**src/rtl/vcod_pkg.sv**
```systemverilog
// shared types, constants and codes for the voxel column occupancy difference block
`default_nettype none
package vcod_pkg;

  localparam int Z_BITS              = 13;
  localparam int ZS_BITS             = Z_BITS + 2;
  localparam int TOTAL_BITS          = 48;
  localparam int MAX_TRANSITIONS_DEF = 64;
  localparam int CFG_INDEX_BITS      = 2;

  typedef logic [Z_BITS-1:0]         z_t;
  typedef logic signed [ZS_BITS-1:0] zs_t;
  typedef logic [TOTAL_BITS-1:0]     total_t;

  typedef enum logic [1:0] {
    REQ_LOAD_CARVED = 2'd0,
    REQ_LOAD_TARGET = 2'd1,
    REQ_FINISH      = 2'd2
  } req_t;

  localparam logic [CFG_INDEX_BITS-1:0] CFG_Z_SHIFT = 2'd0;
  localparam logic [CFG_INDEX_BITS-1:0] CFG_Z_LIMIT = 2'd1;

  localparam z_t Z_LIMIT_RESET = z_t'(4096);

  typedef struct packed {
    req_t req_type;
    z_t   z_value;
    logic clear_totals;
  } in_item_t;

  typedef struct packed {
    total_t excess_total;
    total_t gouge_total;
    total_t carved_total;
    total_t target_total;
    logic   overflow;
  } out_item_t;

  typedef struct packed {
    logic load_carved;
    logic load_target;
    logic start;
    logic clear;
    logic walk;
    logic publish;
  } ctrl_cmd_t;

  typedef struct packed {
    logic walk_done;
  } dp_status_t;

endpackage
`default_nettype wire

```
**src/rtl/vcod_ram.sv**
```systemverilog
// generic single write port ram with registered read
`default_nettype none
module vcod_ram #(
  parameter int WIDTH = 8,
  parameter int DEPTH = 64
) (
  input  wire logic                     clk,
  input  wire logic                     we,
  input  wire logic [$clog2(DEPTH)-1:0] waddr,
  input  wire logic [WIDTH-1:0]         wdata,
  input  wire logic [$clog2(DEPTH)-1:0] raddr,
  output logic      [WIDTH-1:0]         rdata
);

  logic [WIDTH-1:0] mem [DEPTH];

  always_ff @(posedge clk) begin
    if (we) begin
      mem[waddr] <= wdata;
    end
    rdata <= mem[raddr];
  end

endmodule
`default_nettype wire

```
**src/rtl/vcod_ctrl.sv**
```systemverilog
// controller: request decode, column walk sequencing and result register handshake
`default_nettype none
module vcod_ctrl (
  input  wire logic                  clk,
  input  wire logic                  rst,
  input  wire logic                  in_valid,
  output logic                       in_ready,
  input  wire vcod_pkg::req_t        req_type,
  input  wire logic                  clear_totals,
  output logic                       out_valid,
  input  wire logic                  out_ready,
  output vcod_pkg::ctrl_cmd_t        cmd,
  input  wire vcod_pkg::dp_status_t  status
);
  import vcod_pkg::*;

  typedef enum logic [2:0] {
    ST_IDLE = 3'b001,
    ST_WALK = 3'b010,
    ST_DONE = 3'b100
  } state_t;

  state_t state, state_next;
  logic   accept;

  assign in_ready = (state == ST_IDLE);
  assign accept   = in_valid && in_ready;

  always_comb begin
    cmd             = '0;
    cmd.load_carved = accept && (req_type == REQ_LOAD_CARVED);
    cmd.load_target = accept && (req_type == REQ_LOAD_TARGET);
    cmd.start       = accept && (req_type == REQ_FINISH);
    cmd.clear       = cmd.start && clear_totals;
    cmd.walk        = (state == ST_WALK);
    // result register frees up once the previous beat is taken
    cmd.publish     = (state == ST_DONE) && (!out_valid || out_ready);
  end

  always_comb begin
    state_next = state;
    case (state)
      ST_IDLE: begin
        if (cmd.start) state_next = ST_WALK;
      end
      ST_WALK: begin
        if (status.walk_done) state_next = ST_DONE;
      end
      ST_DONE: begin
        if (cmd.publish) state_next = ST_IDLE;
      end
      default: state_next = ST_IDLE;
    endcase
  end

  always_ff @(posedge clk) begin
    if (rst) begin
      state     <= ST_IDLE;
      out_valid <= 1'b0;
    end else begin
      state <= state_next;
      if (cmd.publish) begin
        out_valid <= 1'b1;
      end else if (out_ready) begin
        out_valid <= 1'b0;
      end
    end
  end

endmodule
`default_nettype wire

```
**src/rtl/vcod_dp.sv**
```systemverilog
// datapath: transition lists, run walker, saturating totals and result register
`default_nettype none
module vcod_dp #(
  parameter int MAX_TRANSITIONS = vcod_pkg::MAX_TRANSITIONS_DEF
) (
  input  wire logic                                clk,
  input  wire logic                                rst,
  input  wire vcod_pkg::ctrl_cmd_t                 cmd,
  output vcod_pkg::dp_status_t                     status,
  input  wire vcod_pkg::z_t                        z_value,
  input  wire logic                                cfg_we,
  input  wire logic [vcod_pkg::CFG_INDEX_BITS-1:0] cfg_index,
  input  wire vcod_pkg::z_t                        cfg_data,
  output vcod_pkg::out_item_t                      out_item
);
  import vcod_pkg::*;

  localparam int AW = $clog2(MAX_TRANSITIONS);
  localparam int CW = $clog2(MAX_TRANSITIONS + 1);
  localparam logic [CW-1:0] COUNT_FULL = CW'(MAX_TRANSITIONS);

  function automatic total_t sat_add(input total_t a, input z_t b);
    logic [TOTAL_BITS:0] s;
    s = {1'b0, a} + {{(TOTAL_BITS + 1 - Z_BITS){1'b0}}, b};
    return s[TOTAL_BITS] ? {TOTAL_BITS{1'b1}} : s[TOTAL_BITS-1:0];
  endfunction

  z_t            cfg_shift;
  z_t            cfg_limit;
  logic [CW-1:0] carved_count;
  logic [CW-1:0] target_count;
  logic          overflow_flag;
  logic [CW-1:0] ci, ci_next;
  logic [CW-1:0] ti, ti_next;
  logic          cin;
  logic          tin;
  z_t            z;
  total_t        excess_sum;
  total_t        gouge_sum;
  total_t        carved_sum;
  total_t        target_sum;

  z_t   c_head;
  z_t   t_head;
  logic c_wr;
  logic t_wr;
  logic c_val;
  logic t_val;
  zs_t  c_ext;
  zs_t  t_adj;
  zs_t  z_ext;
  zs_t  lim_ext;
  zs_t  shift_ext;
  zs_t  nxt;
  zs_t  run_diff;
  z_t   run_len;
  logic c_take;
  logic t_take;
  logic step;

  assign c_wr = cmd.load_carved && (carved_count != COUNT_FULL);
  assign t_wr = cmd.load_target && (target_count != COUNT_FULL);

  vcod_ram #(.WIDTH(Z_BITS), .DEPTH(MAX_TRANSITIONS)) u_carved_ram (
    .clk   (clk),
    .we    (c_wr),
    .waddr (carved_count[AW-1:0]),
    .wdata (z_value),
    .raddr (ci_next[AW-1:0]),
    .rdata (c_head)
  );

  vcod_ram #(.WIDTH(Z_BITS), .DEPTH(MAX_TRANSITIONS)) u_target_ram (
    .clk   (clk),
    .we    (t_wr),
    .waddr (target_count[AW-1:0]),
    .wdata (z_value),
    .raddr (ti_next[AW-1:0]),
    .rdata (t_head)
  );

  assign c_val     = (ci < carved_count);
  assign t_val     = (ti < target_count);
  assign c_ext     = {2'b00, c_head};
  assign shift_ext = {{2{cfg_shift[Z_BITS-1]}}, cfg_shift};
  assign t_adj     = zs_t'({2'b00, t_head}) - shift_ext;
  assign z_ext     = {2'b00, z};
  assign lim_ext   = {2'b00, cfg_limit};

  assign status.walk_done = (z >= cfg_limit);
  assign step             = cmd.walk && !status.walk_done;

  // transitions at or below z are absorbed one per cycle before the run is added
  assign c_take = c_val && (c_ext <= z_ext);
  assign t_take = !c_take && t_val && (t_adj <= z_ext);

  always_comb begin
    nxt = lim_ext;
    if (c_val && (c_ext < nxt)) nxt = c_ext;
    if (t_val && (t_adj < nxt)) nxt = t_adj;
    if (nxt <= z_ext) nxt = z_ext + zs_t'(1);
    if (nxt > lim_ext) nxt = lim_ext;
  end

  assign run_diff = nxt - z_ext;
  assign run_len  = run_diff[Z_BITS-1:0];

  // read address follows the next index so the head is valid the cycle after
  always_comb begin
    ci_next = ci;
    ti_next = ti;
    if (cmd.start || cmd.publish) begin
      ci_next = '0;
      ti_next = '0;
    end else if (step && c_take) begin
      ci_next = ci + CW'(1);
    end else if (step && t_take) begin
      ti_next = ti + CW'(1);
    end
  end

  always_ff @(posedge clk) begin
    if (rst) begin
      cfg_shift     <= '0;
      cfg_limit     <= Z_LIMIT_RESET;
      carved_count  <= '0;
      target_count  <= '0;
      overflow_flag <= 1'b0;
      ci            <= '0;
      ti            <= '0;
      cin           <= 1'b0;
      tin           <= 1'b0;
      z             <= '0;
      excess_sum    <= '0;
      gouge_sum     <= '0;
      carved_sum    <= '0;
      target_sum    <= '0;
    end else begin
      ci <= ci_next;
      ti <= ti_next;

      if (cfg_we) begin
        case (cfg_index)
          CFG_Z_SHIFT: cfg_shift <= cfg_data;
          CFG_Z_LIMIT: cfg_limit <= cfg_data;
          default: ;
        endcase
      end

      if (c_wr) carved_count <= carved_count + CW'(1);
      if (t_wr) target_count <= target_count + CW'(1);
      if ((cmd.load_carved && !c_wr) || (cmd.load_target && !t_wr)) begin
        overflow_flag <= 1'b1;
      end

      if (cmd.start) begin
        cin <= 1'b0;
        tin <= 1'b0;
        z   <= '0;
        if (cmd.clear) begin
          excess_sum <= '0;
          gouge_sum  <= '0;
          carved_sum <= '0;
          target_sum <= '0;
        end
      end else if (step) begin
        if (c_take) begin
          cin <= !cin;
        end else if (t_take) begin
          tin <= !tin;
        end else begin
          z <= nxt[Z_BITS-1:0];
          if (cin) carved_sum <= sat_add(carved_sum, run_len);
          if (tin) target_sum <= sat_add(target_sum, run_len);
          if (cin && !tin) excess_sum <= sat_add(excess_sum, run_len);
          if (tin && !cin) gouge_sum <= sat_add(gouge_sum, run_len);
        end
      end

      if (cmd.publish) begin
        carved_count  <= '0;
        target_count  <= '0;
        overflow_flag <= 1'b0;
      end
    end
  end

  always_ff @(posedge clk) begin
    if (cmd.publish) begin
      out_item.excess_total <= excess_sum;
      out_item.gouge_total  <= gouge_sum;
      out_item.carved_total <= carved_sum;
      out_item.target_total <= target_sum;
      out_item.overflow     <= overflow_flag;
    end
  end

endmodule
`default_nettype wire

```
**src/rtl/voxel_column_occupancy_diff.sv**
```systemverilog
// top level: voxel column occupancy difference counter
// Usage:
//   Input channel (in_valid/in_ready, in_item) carries one request per beat:
//   load carved transition, load target transition, or finish column.
//   Loads are written straight into the list rams; a load into a full list
//   is dropped and flags overflow for the column. A finish walks both lists
//   in one sequencer loop: each cycle either absorbs one transition or adds
//   one run to the saturating totals. Its result beat shows on
//   out_valid/out_ready, out_item in the cycle in_ready returns high; no
//   other request yields a beat. in_ready is low from a finish beat until
//   its result is registered. Loads for the next column are taken while a
//   result waits; a stalled receiver holds the next finish once its walk is
//   done.
//   Configuration (cfg_we, cfg_index, cfg_data) is to be written while idle;
//   the block itself does not enforce this. Index 0 is z_shift, index 1 is
//   z_limit; other indexes are ignored.
//   Synchronous reset empties both lists, zeroes the totals, sets z_shift
//   to 0 and z_limit to 4096; list contents are left as they are.
`default_nettype none
module voxel_column_occupancy_diff #(
  parameter int MAX_TRANSITIONS = vcod_pkg::MAX_TRANSITIONS_DEF
) (
  input  wire logic                                clk,
  input  wire logic                                rst,
  input  wire logic                                in_valid,
  output logic                                     in_ready,
  input  wire vcod_pkg::in_item_t                  in_item,
  output logic                                     out_valid,
  input  wire logic                                out_ready,
  output vcod_pkg::out_item_t                      out_item,
  input  wire logic                                cfg_we,
  input  wire logic [vcod_pkg::CFG_INDEX_BITS-1:0] cfg_index,
  input  wire vcod_pkg::z_t                        cfg_data
);
  import vcod_pkg::*;

  ctrl_cmd_t  cmd;
  dp_status_t status;

  vcod_ctrl u_ctrl (
    .clk          (clk),
    .rst          (rst),
    .in_valid     (in_valid),
    .in_ready     (in_ready),
    .req_type     (in_item.req_type),
    .clear_totals (in_item.clear_totals),
    .out_valid    (out_valid),
    .out_ready    (out_ready),
    .cmd          (cmd),
    .status       (status)
  );

  vcod_dp #(.MAX_TRANSITIONS(MAX_TRANSITIONS)) u_dp (
    .clk       (clk),
    .rst       (rst),
    .cmd       (cmd),
    .status    (status),
    .z_value   (in_item.z_value),
    .cfg_we    (cfg_we),
    .cfg_index (cfg_index),
    .cfg_data  (cfg_data),
    .out_item  (out_item)
  );

endmodule
`default_nettype wire

```
**config.mk**
```make
export PLATFORM = sky130hd
export DESIGN_NAME = voxel_column_occupancy_diff
export DESIGN_NICKNAME = d
export VERILOG_FILES = /design/src/rtl/vcod_pkg.sv /design/src/rtl/vcod_ram.sv /design/src/rtl/vcod_ctrl.sv /design/src/rtl/vcod_dp.sv /design/src/rtl/voxel_column_occupancy_diff.sv
export SDC_FILE = /design/constraint.sdc
export NUM_CORES = 2
export LEC_CHECK = 0
export ABC_AREA = 1
export BUFFER_PORTS_ARGS = -buffer_cell sky130_fd_sc_hd__buf_2
export CAP_MARGIN = 20
export CORE_MARGIN = 4
export CORE_UTILIZATION = 63
export DETAILED_ROUTE_END_ITERATION = 8
export GPL_TIMING_DRIVEN = 0
export PLACE_DENSITY_LB_ADDON = 0.2
export SYNTH_ARGS = -nofsm -noshare
export SYNTH_HDL_FRONTEND = slang
export SYNTH_SLANG_ARGS = --single-unit
```
**constraint.sdc**
```tcl
create_clock -name clk -period 19 [get_ports clk]
set_input_delay 3.8 -clock clk [delete_from_list [all_inputs] [get_ports clk]]
set_output_delay 3.8 -clock clk [all_outputs]
set_load 0.05 [all_outputs]
```
Word level (Yosys, flattened, before mapping). Memory sizes are Yosys's and may differ from the RTL's. A register that Yosys moved wholly into a read port is not among the register bits. Index checks and enable logic that the tools add are counted.

Bitwise logic cells: 3. $lt $le $gt $ge: 9. $add $sub $neg: 11. Equal/unequal tests: 14. Muxes and demuxes: 44. Reductions and logical operators: 52.

Operators by type and width (count): 2-to-1 mux 48 bit (25); adder 48 x 13 -> 49 bit (4); less-or-equal comparator 15 x 14 -> 1 bit (2); 2-to-1 mux 15 bit (2); 2-to-1 mux 6 bit (5); adder 7 x 1 -> 7 bit (second input constant) (4); 2-to-1 mux 13 bit (2); logical AND 1 bit (20); AND reduction 5 bit (4); > comparator 15 x 14 -> 1 bit (1); less-than comparator 15 x 14 -> 1 bit (1); subtractor 14 x 13 -> 15 bit (1); adder 13 x 1 -> 14 bit (second input constant) (1); less-than comparator 7 bit (2); inequality test 7 bit (second input constant) (2); >= comparator 13 bit (1); less-or-equal comparator 13 bit (1); less-than comparator 13 bit (1); subtractor 13 bit (1); nonzero test 2 bit (6); 2-to-1 mux 3 bit (3); one-hot mux 3 bit (3 select lines) (1); AND reduction 3 bit (3); inequality test 2 x 1 -> 1 bit (second input constant) (4); 13 further kinds (36).

Input bits: 36. Memories kept: 2. RAM bits: 1664. Register bits after elaboration: 459.

Memory list: u_dp.u_carved_ram.mem (depth 64, bits a word 13, read ports 1, clocked after Yosys merged registers in 1, wr ports 1, line vcod_ram.sv:15) `logic [WIDTH-1:0] mem [DEPTH];`; u_dp.u_target_ram.mem (depth 64, bits a word 13, read ports 1, clocked after Yosys merged registers in 1, wr ports 1, line vcod_ram.sv:15).

Logic depth before layout (Yosys ltp).
Word-level depth: 18. Mapped depth: 89. Depth with buffers taken out: 85.

Cells and area by module. Synthesis repeated with hierarchy kept, for this count alone.

Cells, all modules: 9297. Area, all modules: 95335.2 µm².

Modules (own cells, without submodules): vcod_ram (area an instance 34021.4 µm², times used 2, cells an instance 2874, sequential area each 25244.2 µm²); vcod_dp (area an instance 27010.9 µm², times used 1, cells an instance 3506, sequential area each 11040.6 µm²); vcod_ctrl (area an instance 281.5 µm², times used 1, cells an instance 43, sequential area each 80.1 µm²).

Worst setup path before layout. No wires, ideal clock.

Kind: input to register. Start: input out_ready. End: register u_dp.u_carved_ram.rdata[11], read port of u_dp.u_carved_ram.mem. Data required time: 18.887 ns. Setup slack: 4.461 ns. Stages: 15. Arrival: 14.426 ns. Path through: nor2_1 nor2_1 nor2_2 inv_2 nor2_1 o21ai_2 buf_2 clkbuf_1 a21oi_1 o21ai_1 nand3_1 nand3_1 nand3_1 nand3_1 nand2_1.

RTL lines: start, declared (line voxel_column_occupancy_diff.sv:29) `input wire logic out_ready,`; end, declared (line vcod_ram.sv:12) `output logic [WIDTH-1:0] rdata`.

Final worst setup path.
Start: register u_dp.carved_count[4]. End: register u_dp.carved_sum[28].

Word-level cells in the longest chain between the ends: 18. Elaborated cells between the ends (all ways): 25. Those cells by class: add/sub (2); order compare (4); eq/ne (2); mux (10); reduce/logical (7).

Ends and longest elaborated chain: start, declared (line vcod_dp.sv:30) `logic [CW-1:0] carved_count;`; start signal, assigned (line vcod_dp.sv:150) `if (c_wr) carved_count <= carved_count + CW'(1);`; less-than comparator 7 bit * (line vcod_dp.sv:82) `assign c_val = (ci < carved_count);`; logical AND 1 bit (line vcod_dp.sv:99) `if (c_val && (c_ext < nxt)) nxt = c_ext;`; 2-to-1 mux 13 bit (line vcod_dp.sv:99); less-than comparator 15 x 14 -> 1 bit (line vcod_dp.sv:100) `if (t_val && (t_adj < nxt)) nxt = t_adj;`; logical AND 1 bit (line vcod_dp.sv:100); 2-to-1 mux 15 bit (line vcod_dp.sv:100); less-or-equal comparator 15 x 14 -> 1 bit (line vcod_dp.sv:101) `if (nxt <= z_ext) nxt = z_ext + zs_t'(1);`; 2-to-1 mux 15 bit (line vcod_dp.sv:101); [... 2 more ...]; subtractor 13 bit (line vcod_dp.sv:105) `assign run_diff = nxt - z_ext;`; adder 48 x 13 -> 49 bit (line vcod_dp.sv:24) `s = {1'b0, a} + {{(TOTAL_BITS + 1 - Z_BITS){1'b0}}, b};`; 2-to-1 mux 48 bit (line vcod_dp.sv:25) `return s[TOTAL_BITS] ? {TOTAL_BITS{1'b1}} : s[TOTAL_BITS-1:0];`; 2-to-1 mux 48 bit (line vcod_dp.sv:173) `if (cin) carved_sum <= sat_add(carved_sum, run_len);`; 2-to-1 mux 48 bit (line vcod_dp.sv:169) `end else if (t_take) begin`; 2-to-1 mux 48 bit (line vcod_dp.sv:167) `if (c_take) begin`; 2-to-1 mux 48 bit (line vcod_dp.sv:166) `end else if (step) begin`; 2-to-1 mux 48 bit (line vcod_dp.sv:156) `if (cmd.start) begin`; end signal, assigned (line vcod_dp.sv:173); end, declared (line vcod_dp.sv:40) `total_t carved_sum;`.

Every way passes the cells marked *; elsewhere a longest branch is shown, timed or not. The select of a mux whose other input is x is not followed. A chain may end at the register's enable or synchronous reset.

==> results.cfg <==
[clock_network]
cts.clk_slew.worst_paths_ps = 70
cts-hold-fix-buffers = 0
cts_resized = 0
cts.htree.levels = 4
clock_sinks = 2149
insertion_delay_ps = 840
cts_setup_buffers = 0
cts_buffers = 209
clockBufferDepth = 3
cts_root_buf = clkbuf_16
cts_tree = built

[setup_path]
worstReg2RegStart = u_dp.carved_count[4]
r2r_cells = 77
arrival_ps = 15840
start_kind = register
path_max_fanout = 10
crit_type = register to register
critPathMaxStageDelay_ps = 730
cp-startpoint = u_dp.carved_count[4]
cp_data_required_time_ps = 19720
cpMostUsedCell = nand2_1
rrSetupSlack_ps = 3880
r2r-end = u_dp.carved_sum[28]
crit_path_end_kind = register
crit_slowest_cell = nor3b_1

[hold_path]
min_delay_path_depth = 0
hold_path_class = register to register
min_from = u_dp.gouge_sum[35]
min_to = u_dp.out_item[132]

[synthesis]
synth_flop_cell = edfxtp_1
synth_common_cells = edfxtp_1, nand2_1, inv_1
synth_area_sq_um = 98200
yosysUniqueCellTypes = 61
yosysSeqAreaShare = 0.628
synth-warning-count = 0
ys_seq_elements = 2149
yosysTopAreaCellShare = 0.568
synth_area_per_cell_sq_um = 10.2
yosys.area.top_type = edfxtp_1
synth_fp_nets = 9893
synth_area_leaders = edfxtp_1, nand3_1, nand2_1
synthCells = 9665
synthArstFlopShare = 0
synth_most_common_cell = edfxtp_1
synth_edf_count = 1857

[floorplanning]
die_w_um = 403
io_pins = 231
die-area_sq_um = 162000
row_count = 144
die_h_um = 403
core_sq_um = 154000
start_util = 0.636

[timing]
fmax_mhz = 66.1
rsz0062_at_grt = no
min_period_ps = 15120
fin_skew_ps = 67.7
max-slew-margin-rel = 0.223
tightest_slew_ps = 1160
drv_slew = 0
finalSetupViolations = 0
hold_viol = 0
fin_crit_sh = 0.796

[global_route]
grt_first_pass_wirelength_um = 439000
grt_usage = 0.361
grt_max_degree = 93
antenna_found_initial = 10
grt_pass1_vias = 71800
gr-total-overflow = 0

[flow_run]
drv_cap = 0

[status]
status = completed

[power]
power_density_nw_per_um2 = 99.7
ir_drop_mv = 0.101
leakage_nw = 44.1

[cells_and_area]
drive_gt1_frac = 0.0983
design_area_sq_um = 111000
fill_cells = 11100
area_growth_pct = 12.7
final_cells = 12500
nNetsFinal = 10500

[placed_design]
dp_hpwl_um = 209000
gp_congestion = 1.01
dp.cells = 12000
port-buffer-count = 230
place_area_sq_um = 103000

[detailed_routing]
drt_iter0_markers = 10800
avgViaCountPerCell = 6.11
ant_nets = 0
firstDrtPassIters = 7
drc_errors = 0
vias = 76200
routed_wl_um = 300000
avgRoutedWirePerCell_um = 24.1
## per-layer routing
layer | track usage | vias to the layer above | part of all wire
met5 | 0 | - | 0.00015
met4 | 0.158 | 6 | 0.050
met3 | 0.0853 | 826 | 0.12
met2 | 0.565 | 4885 | 0.45
met1 | 0.487 | 36100 | 0.38
li1 | - | 34400 | -
## power by group
part,switching [mW],leakage (nW),internal [mW]
registers,0.0146,19.1,5.13
clock network,1.82,3.40,2.41
logic,1.13,21.6,0.517
## kinds of logic after synthesis
family | Yosys count | share of synthesized area
buffers and inverters | 1979 | 0.0801
AOI/OAI and AO/OA | 1386 | 0.0813
DFF | 2149 | 0.628
and+or+nand+nor | 3824 | 0.174
adders and majority gates | 192 | 0.0249
xor gates and xnor gates | 135 | 0.0120
## worst max-delay path by stage
stage                                        to  depth (start not counted)
CTS                         u_dp.carved_sum[28]                         77
floorplan           u_dp.u_carved_ram.rdata[11]                         15
detailed placement          u_dp.carved_sum[28]                         77
global placement    u_dp.u_carved_ram.rdata[11]                         15
finish                      u_dp.carved_sum[28]                         77
global route                u_dp.carved_sum[28]                         77
## stage by stage
stage               total power, mW  setup WS (ps)  utilization  hold slack [ps]  TNS [ps]
floorplan                      6.30           4460            -              403         0
global placement               6.78          -1420        0.660              444    -26650
detailed placement             6.85           4210        0.667              444         0
CTS                            11.0           4140        0.712              461         0
global route                   11.4           2650        0.716              471         0
finish                         11.0           3880        0.716              460         0
## cell usage in the layout, fill, tap and decap left out, types with 15 or more instances in the layout
| cell | Yosys | final |
|---|---|---|
| edfxtp_1 | 1857 | 1857 |
| nand2_1 | 1639 | 1639 |
| inv_1 | 1461 | 1461 |
| nand3_1 | 1259 | 1259 |
| a21oi_1 | 537 | 537 |
| nor2_1 | 452 | 450 |
| buf_2 | 201 | 418 |
| o21ai_0 | 397 | 397 |
| dfxtp_1 | 292 | 292 |
| nand4_1 | 254 | 254 |
| clkbuf_1 | 210 | 249 |
| o211ai_1 | 229 | 229 |
| clkbuf_16 | 0 | 214 |
| ha_1 | 186 | 186 |
| nor3_1 | 117 | 113 |
| xor2_1 | 109 | 109 |
| buf_4 | 27 | 99 |
| buf_6 | 11 | 68 |
| o21ai_1 | 61 | 61 |
| a211oi_1 | 56 | 56 |
| buf_1 | 48 | 48 |
| clkinv_1 | 3 | 46 |
| clkinv_2 | 0 | 46 |
| nor4_1 | 35 | 35 |
| xnor2_1 | 26 | 26 |
| bufinv_16 | 0 | 24 |
| inv_2 | 18 | 18 |
| a22oi_1 | 17 | 17 |
| or2_2 | 15 | 15 |
| o221a_2 | 15 | 15 |
## critical path: cells and delay by family (launching register included)
kind            cells  cell delay, ps
flops               1             310
simple gates       27            3870
compound gates     28            4820
buf+inv            13            3490
xor+xnor            2             740
fa+ha+maj           7            1800
## sequential cells by signal (all words and copies together) (netlist names), 48 cells and up
signal,count
u_dp.u_carved_ram.mem,832
u_dp.u_target_ram.mem,832
u_dp.out_item,193
u_dp.carved_sum,48
u_dp.excess_sum,48
u_dp.gouge_sum,48
u_dp.target_sum,48
## layout make-up
| cell class | count | area, sq um | share of cell area |
|---|---|---|---|
| Clock inverter | 140 | 1460 | 0.0132 |
| Buffer | 497 | 2300 | 0.0208 |
| Clock buffer | 256 | 5540 | 0.0501 |
| Timing Repair Buffer | 371 | 2820 | 0.0255 |
| Sequential cell | 2149 | 61600 | 0.557 |
| Inverter | 1482 | 5560 | 0.0503 |
| Multi-Input combinational cell | 5537 | 28700 | 0.260 |
| Tap cell | 2044 | 2560 | 0.0231 |
| Antenna cell | 4 | 10.0 | 0.0000905 |
Note: power is estimated with default switching activity, not from simulation.
